==> src/rtl/scd_pkg.sv <==
package scd_pkg;

    localparam int VECTOR_DIM  = 3;
    localparam int NUM_AXES    = 3;
    localparam int FIX_W       = 32;
    localparam int MASS_W      = 31;
    localparam int LIM_W       = 31;
    localparam int CFG_IDX_W   = 2;
    localparam int FRAC_Q      = 16;
    localparam int FRAC_U      = 30;
    localparam int OVF_SHIFT   = FIX_W - 1 - FRAC_Q;
    localparam int OVF_W       = MASS_W + OVF_SHIFT + 1;

    localparam int DIV_STEPS   = 31;
    localparam int DIV_DEN_W   = 33;
    localparam int DIV_REM_W   = DIV_DEN_W + 1;

    localparam int SHIFT_STEPS = 5;
    localparam int SQRT_STEPS  = 32;
    localparam int SQRT_REM_W  = 35;
    localparam int NORM_LAT    = 5 + SHIFT_STEPS + SQRT_STEPS;

    localparam int DOT_LAT     = 4;
    localparam int LANE_LAT    = DOT_LAT + 4;
    localparam int LATENCY     = 1 + NORM_LAT + DIV_STEPS + 1 + LANE_LAT;

    typedef logic signed [FIX_W-1:0]   fix_t;
    typedef logic        [FIX_W-1:0]   mag_t;
    typedef logic signed [2*FIX_W-1:0] prod_t;
    typedef logic        [2*FIX_W-1:0] ssum_t;
    typedef logic        [MASS_W-1:0]  mass_t;
    typedef logic        [LIM_W-1:0]   lim_t;
    typedef logic        [DIV_REM_W-1:0] drem_t;
    typedef logic        [DIV_DEN_W-1:0] dden_t;
    typedef logic        [DIV_STEPS-1:0] dquo_t;

    typedef enum logic [CFG_IDX_W-1:0] {
        CFG_ENABLE  = 2'd0,
        CFG_MAX_LIN = 2'd1,
        CFG_MAX_ANG = 2'd2
    } cfg_idx_t;

    typedef struct packed {
        mass_t                       mass;
        mag_t [NUM_AXES-1:0]         fabs;
        logic [NUM_AXES-1:0]         fneg;
        logic [NUM_AXES-1:0]         ovf;
        logic [NUM_AXES-1:0]         vneg;
    } side_a_t;

    typedef struct packed {
        logic [NUM_AXES-1:0]         fneg;
        logic [NUM_AXES-1:0]         ovf;
        logic [NUM_AXES-1:0]         vneg;
        logic                        nz;
    } side_b_t;

    localparam lim_t LIM_RESET = lim_t'(32768);
    localparam fix_t FIX_MAX   = 32'sh7FFF_FFFF;
    localparam fix_t FIX_MIN   = 32'sh8000_0000;

    // saturate a 33-bit sum to 32 signed bits
    function automatic fix_t sat33(input logic signed [FIX_W:0] x);
        if (x[FIX_W] != x[FIX_W-1])
            return x[FIX_W] ? FIX_MIN : FIX_MAX;
        return fix_t'(x[FIX_W-1:0]);
    endfunction

    // floor divide by 2^30, then saturate
    function automatic fix_t sat_shr30(input prod_t x);
        prod_t sh;
        sh = x >>> FRAC_U;
        if (sh > prod_t'(FIX_MAX))
            return FIX_MAX;
        if (sh < prod_t'(FIX_MIN))
            return FIX_MIN;
        return fix_t'(sh[FIX_W-1:0]);
    endfunction

    function automatic fix_t clamp_lim(input fix_t x, input lim_t lim);
        logic signed [FIX_W:0] xe;
        logic signed [FIX_W:0] le;
        logic signed [FIX_W:0] nl;
        xe = {x[FIX_W-1], x};
        le = {2'b00, lim};
        nl = -le;
        if (xe > le)
            return fix_t'(le[FIX_W-1:0]);
        if (xe < nl)
            return fix_t'(nl[FIX_W-1:0]);
        return x;
    endfunction

endpackage

==> src/rtl/scd_div.sv <==
module scd_div (
    input  logic           clk,
    input  logic           adv,
    input  scd_pkg::drem_t rem_in,
    input  scd_pkg::dden_t den_in,
    input  scd_pkg::dquo_t bits_in,
    output scd_pkg::dquo_t quo
);
    import scd_pkg::*;

    drem_t rem_reg  [DIV_STEPS];
    dden_t den_reg  [DIV_STEPS];
    dquo_t bits_reg [DIV_STEPS];
    dquo_t quo_reg  [DIV_STEPS];

    drem_t rem_src  [DIV_STEPS];
    dden_t den_src  [DIV_STEPS];
    dquo_t bits_src [DIV_STEPS];
    dquo_t quo_src  [DIV_STEPS];

    drem_t rem_next [DIV_STEPS];
    dquo_t quo_next [DIV_STEPS];

    assign rem_src[0]  = rem_in;
    assign den_src[0]  = den_in;
    assign bits_src[0] = bits_in;
    assign quo_src[0]  = '0;

    // one quotient bit per stage
    for (genvar k = 0; k < DIV_STEPS; k++) begin : g_step
        if (k > 0) begin : g_src
            assign rem_src[k]  = rem_reg[k-1];
            assign den_src[k]  = den_reg[k-1];
            assign bits_src[k] = bits_reg[k-1];
            assign quo_src[k]  = quo_reg[k-1];
        end

        always_comb
        begin
            drem_t r2;
            r2 = {rem_src[k][DIV_REM_W-2:0], bits_src[k][DIV_STEPS-1]};
            if (r2 >= {1'b0, den_src[k]})
            begin
                rem_next[k] = r2 - {1'b0, den_src[k]};
                quo_next[k] = {quo_src[k][DIV_STEPS-2:0], 1'b1};
            end
            else
            begin
                rem_next[k] = r2;
                quo_next[k] = {quo_src[k][DIV_STEPS-2:0], 1'b0};
            end
        end

        always_ff @(posedge clk)
        begin
            if (adv)
            begin
                rem_reg[k]  <= rem_next[k];
                den_reg[k]  <= den_src[k];
                bits_reg[k] <= bits_src[k] << 1;
                quo_reg[k]  <= quo_next[k];
            end
        end
    end

    assign quo = quo_reg[DIV_STEPS-1];

endmodule

==> config.mk <==
export PLATFORM = sky130hd
export DESIGN_NAME = scd_div
export DESIGN_NICKNAME = d
export VERILOG_FILES = /design/src/rtl/scd_pkg.sv /design/src/rtl/scd_div.sv
export SDC_FILE = /design/constraint.sdc
export NUM_CORES = 2
export LEC_CHECK = 0
export BUFFER_PORTS_ARGS = -buffer_cell sky130_fd_sc_hd__buf_2
export CAP_MARGIN = 0
export CORE_UTILIZATION = 30
export DETAILED_ROUTE_END_ITERATION = 8
export PLACE_DENSITY_LB_ADDON = 0.25
export RECOVER_POWER = 25
export SETUP_SLACK_MARGIN = 0.1
export SYNTH_ARGS = -nofsm -noshare
export SYNTH_HDL_FRONTEND = slang
export SYNTH_SLANG_ARGS = --single-unit
==> constraint.sdc <==
create_clock -name clk -period 7.5 [get_ports clk]
set_input_delay 0 -clock clk [delete_from_list [all_inputs] [get_ports clk]]
set_output_delay 0 -clock clk [all_outputs]
set_load 0.005 [all_outputs]
# Word level (Yosys, flattened, before mapping)
# Memories as Yosys holds them, arrays and structs flattened.
# Index checks and enable logic that the tools add are counted.
dict set report totals {
  regBits 0
  latch_bits 0
  ram_bits 3968
  mem_bits_ro 0
  in_bits 100
  output_inout_bits 31
  elab_cells 130
  mem_count 4
}
dict set report classes {
  add_sub_neg 31
  n_mul 0
  n_div 0
  magnitude_cmp 31
  n_eq_ne 0
  shift 0
  n_mux 64
  n_bitwise 0
  n_reduce_logical 0
}
# memory depth width read_ports rd_clocked_by_memory_dff wr line
set mem_list {}
lappend mem_list {rem_reg 31 34 30 0 31 scd_div.sv:11} ;# drem_t rem_reg [DIV_STEPS];
lappend mem_list {den_reg 31 33 30 0 31 scd_div.sv:12} ;# dden_t den_reg [DIV_STEPS];
lappend mem_list {quo_reg 31 31 31 0 31 scd_div.sv:14} ;# dquo_t quo_reg [DIV_STEPS];
lappend mem_list {bits_reg 31 30 30 0 31 scd_div.sv:13} ;# dquo_t bits_reg [DIV_STEPS];
# op count
set ops {}
lappend ops {{greater-or-equal comparator 34 x 33 -> 1 bit} 31}
lappend ops {{2-to-1 mux 34 bit} 31}
lappend ops {{subtractor 34 x 33 -> 34 bit} 31}
lappend ops {{2-to-1 mux 1 bit} 33}

# Depth between registers and ports, before layout
# An unclocked memory read counts as a cell.
dict set report depth {
  ltp_word 3
  mapped_depth 17
  depth_no_buf 15
}

# Least setup slack after synthesis
# Ideal clock, no wire load.
dict set report synth_path {
  path_kind {register to register}
  from {memory bits_reg[0][239] (netlist name)}
  to {memory rem_reg[0][281] (netlist name), data pin}
  setup_time_ps 260
  arrival_time_ps 3580
  required_ps 7240
  path_slack_ps 3661
  stages_incl_launch_ff 16
  n_path_buf 1
  synth_period_minus_slack_ps 3839
  cell_sequence {edfxtp_1 > inv_1 > ha_1 > inv_1 > fa_1 > a211o_1 > o211ai_1 > a2111o_1 > a31o_2 > a21boi_1 > o311ai_2 > a31oi_1 > a211o_1 > a211oi_2 > buf_2 > mux2_2}
}
# element line
set synth_lines {}
lappend synth_lines {{start: declaration} scd_div.sv:13}
lappend synth_lines {{end: declaration} scd_div.sv:11}

==> impl_results.md <==
- Die W: ~700 um
- Via-per-instance ratio: about 4.7
- CTS sink cnt: around 2,900
- Setup tns final: 0 ns
- Layout cell share with drive strength beyond 1: under 10%
- Slowest stage delay, CP: roughly 0.75 ns
- Unrepaired setup endpoints after global routing: false
- Min cycle time layout: around 5 ns
- Dominant synthesized flop cell: edfxtp_1
- Overflow after GRT: 0
- Post-CTS setup buffer count: 0
- Clock-pin slew on the worst setup and hold paths: roughly 0.06 ns
- Setup crit end kind: register
- DR DRC count: 0
- Peak supply drop: 0.1911 mV
- CP Buf/Inv Count: 3
- Max FO, Critical Path: 35
- Max-slew headroom: 21.99%
- Fillers: around 50,000
- Largest net degree at the start of global routing: between 150 and 200
- Largest cells by area after synthesis: edfxtp_1 58%, ha_1 8.4%, a21oi_1 3.5%
- Starting density of the core: 30.18%
- Clock insertion delay at the later pin of the skew report: ~0.94 ns
- Crit-path cells: inv_1, ha_1, inv_1, fa_1, a21oi_1, o21bai_1, a21oi_1, a211o_1, nand2_1, a311oi_1, a31oi_1, a21boi_4, buf_4, mux2_2
- Die ar.: 508,100 um2
- Row count: 260
- Most common cell in the netlist: edfxtp_1
- Fin area: roughly 170,000 um2
- CP Launch Type: register
- #FFs+latches synth: between 2,000 and 3,000
- Core area: approximately 500,000 um2
- Critical path class: reg2reg
- Pins Over Slew Limit: 0
- DRT iter0 DRCs: 5,887
- Worst Skew: around 0.057 ns
- Synth warn: 0
- Syn-to-layout area delta: 14.84%
- Cells after Synth: around 13,000
- Max-Cap Viols: 0
- Avg Cell Area, Syn: around 12 um2
- Pre-Repair DR Iteration Count: 5
- Final Cycle Share: between 60% and 70%
- Syn Std Cell Area: 151,600 um2
- Reg area: about 88,000 um2
- Yosys top cell by area: edfxtp_1
- Post-CTS sizing: 0
- CP required: slightly above 8 ns
- WHS: around 0.11 ns
- Number of port buffers: between 100 and 150
- Post-synthesis sequential area ratio: between 50% and 60%
- # hold bufs at CTS: ~220
- Worst Tran Pin Value: roughly 1.2 ns
- Setup violators final: 0
- H-tree levels: 5
- Final Hold Fails: 0
- Async SR Flop Fraction: 0%
- Synthesized Nets: between 10,000 and 15,000
- First-pass GRT wire length: approximately 530,000 um
- Initial antenna violation count: 9
- Post-synth EDFFs: 2,941
- Total GRT Usage: between 10% and 20%
- Routed vias: 94,470
- Worst hold path type: in2reg
- IO Count: about 130
- Vias in the first global route: between 90,000 and 100k
- Run status: complete, no violations
- Die Ht: 712.8 um
- Largest delay contributor family on the critical path: compound AO/OA/AOI/OAI gates
- PwrDens: 423.2 nW/um2
- Final wirelength: approximately 340,000 um
- DP Wirelength: about 250,000 um
- Placed Area: roughly 160,000 um2
- F_max: around 200 MHz
- CTS Buf Count: 348
- Crit-path slowest cell: a311oi_1
- CP arrival: roughly 5.7 ns
- Max Buffers Root-to-Sink: 4
- CTS Root Buffer Type: clkbuf_16
- Post-layout net count: roughly 14,000
- Post-synthesis cell type count: between 90 and 100
- Layout Utilization: 34.66%
- Routability cong.: approximately 0.84
- Drt wl/cell: about 17 um
- Yosys top cell area share: ~60%
- Post-route antenna net violation count: 0
- Top post-synthesis cells by count: 2,941 x edfxtp_1, 1,306 x inv_1, 1,073 x a21oi_1
- Leakage: about 69 nW
- CTS tree: yes
- Multi-input logic area: between 50,000 and 60,000 um2
==> metal layers <==
layer / vias up / routed length, um / GRT usage, %
li1: 47480 / - / -
met1: 45060 / 145100 / 15.74
met2: 1364 / 173900 / 23.85
met3: 571 / 11460 / 1.715
met4: 0 / 10640 / 3.980
met5: - / 0 / 0
==> where the power goes <==
| part | leakage, nW | total (W) | switching (W) | internal, W |
|---|---|---|---|---|
| clock network | 5.60 | 0.0171 | 0.00697 | 0.0101 |
| logic | 34.6 | 0.0304 | 0.0171 | 0.0133 |
| registers | 28.8 | 0.0262 | 0.00240 | 0.0238 |
==> worst register-to-register path: cells and delay by family (launching register included) <==
kind	cells	cell delay (ns)
mux	1	0.40
compound gates	7	2.53
fa+ha+maj	2	0.58
buf+inv	3	0.61
flops	1	0.52
simple gates	1	0.09
==> final timing paths <==
kind / from / endpoint / slack, ns / cells past startpoint
max: bits_reg[0][209]$_DFFE_PP_ / rem_reg[0][239]$_DFFE_PP_ / 2.49 / 14
min: rem_in[22] / rem_reg[0][23]$_DFFE_PP_ / 0.11 / 4
max reg2reg: bits_reg[0][209]$_DFFE_PP_ / rem_reg[0][239]$_DFFE_PP_ / 2.49 / 14
min reg2reg: quo_reg[1][8]$_DFFE_PP_ / quo_reg[1][40]$_DFFE_PP_ / 0.37 / 0
==> layout by cell type, fill, tap and decap left out, drive strengths merged, types with 30 or more instances in the layout <==
cell,count
a211o,32
a211oi,62
a21o,552
a21oi,1074
a31oi,105
and2,50
and3,90
buf,157
bufinv,41
clkbuf,445
clkinv,147
dlygate4sd3,215
edfxtp,2941
fa,30
ha,1023
inv,1323
mux2,314
nand2,862
nand2b,144
nand3,175
nand4,147
nor2,651
nor2b,153
nor3,110
o211ai,44
o21a,125
o21ai,839
o21bai,128
o31ai,58
or3,35
xnor2,488
xor2,354
==> cells by family (layout without fill, tap and decap cells) <==
kind of cell,count (synthesis),after routing,synth area share (%)
AO/OA/AOI/OAI,3340,3340,13.68
flip-flops,2941,2941,58.27
AND/OR/NAND/NOR,2551,2551,7.902
buffers and inverters,1575,2348,3.957
adder cells (fa/ha/maj),1053,1053,8.841
XOR/XNOR,842,842,4.865
multiplexers,327,327,2.488
other,0,10,0
==> per-stage QoR <==
stage / power (W) / cells / setup slack, ns
global route: 0.07901 / 20090 / 2.104
global placement: 0.05671 / 19240 / 2.543
finish: 0.07367 / 20090 / 2.490
floorplan: 0.04885 / 12630 / 3.661
CTS: 0.07460 / 20080 / 2.448
detailed placement: 0.05681 / 19240 / 2.477
==> area by class of cell <==
cell class	count	area share (%)
clock inverter	225	1.389
multi-input combinational	8113	33.01
clock buffer	408	5.230
sequential	2941	50.74
antenna	10	0.01438
timing repair buffer	409	1.999
tap	6681	4.802
inverter	1306	2.816
Power figures use the tool's default switching activity.
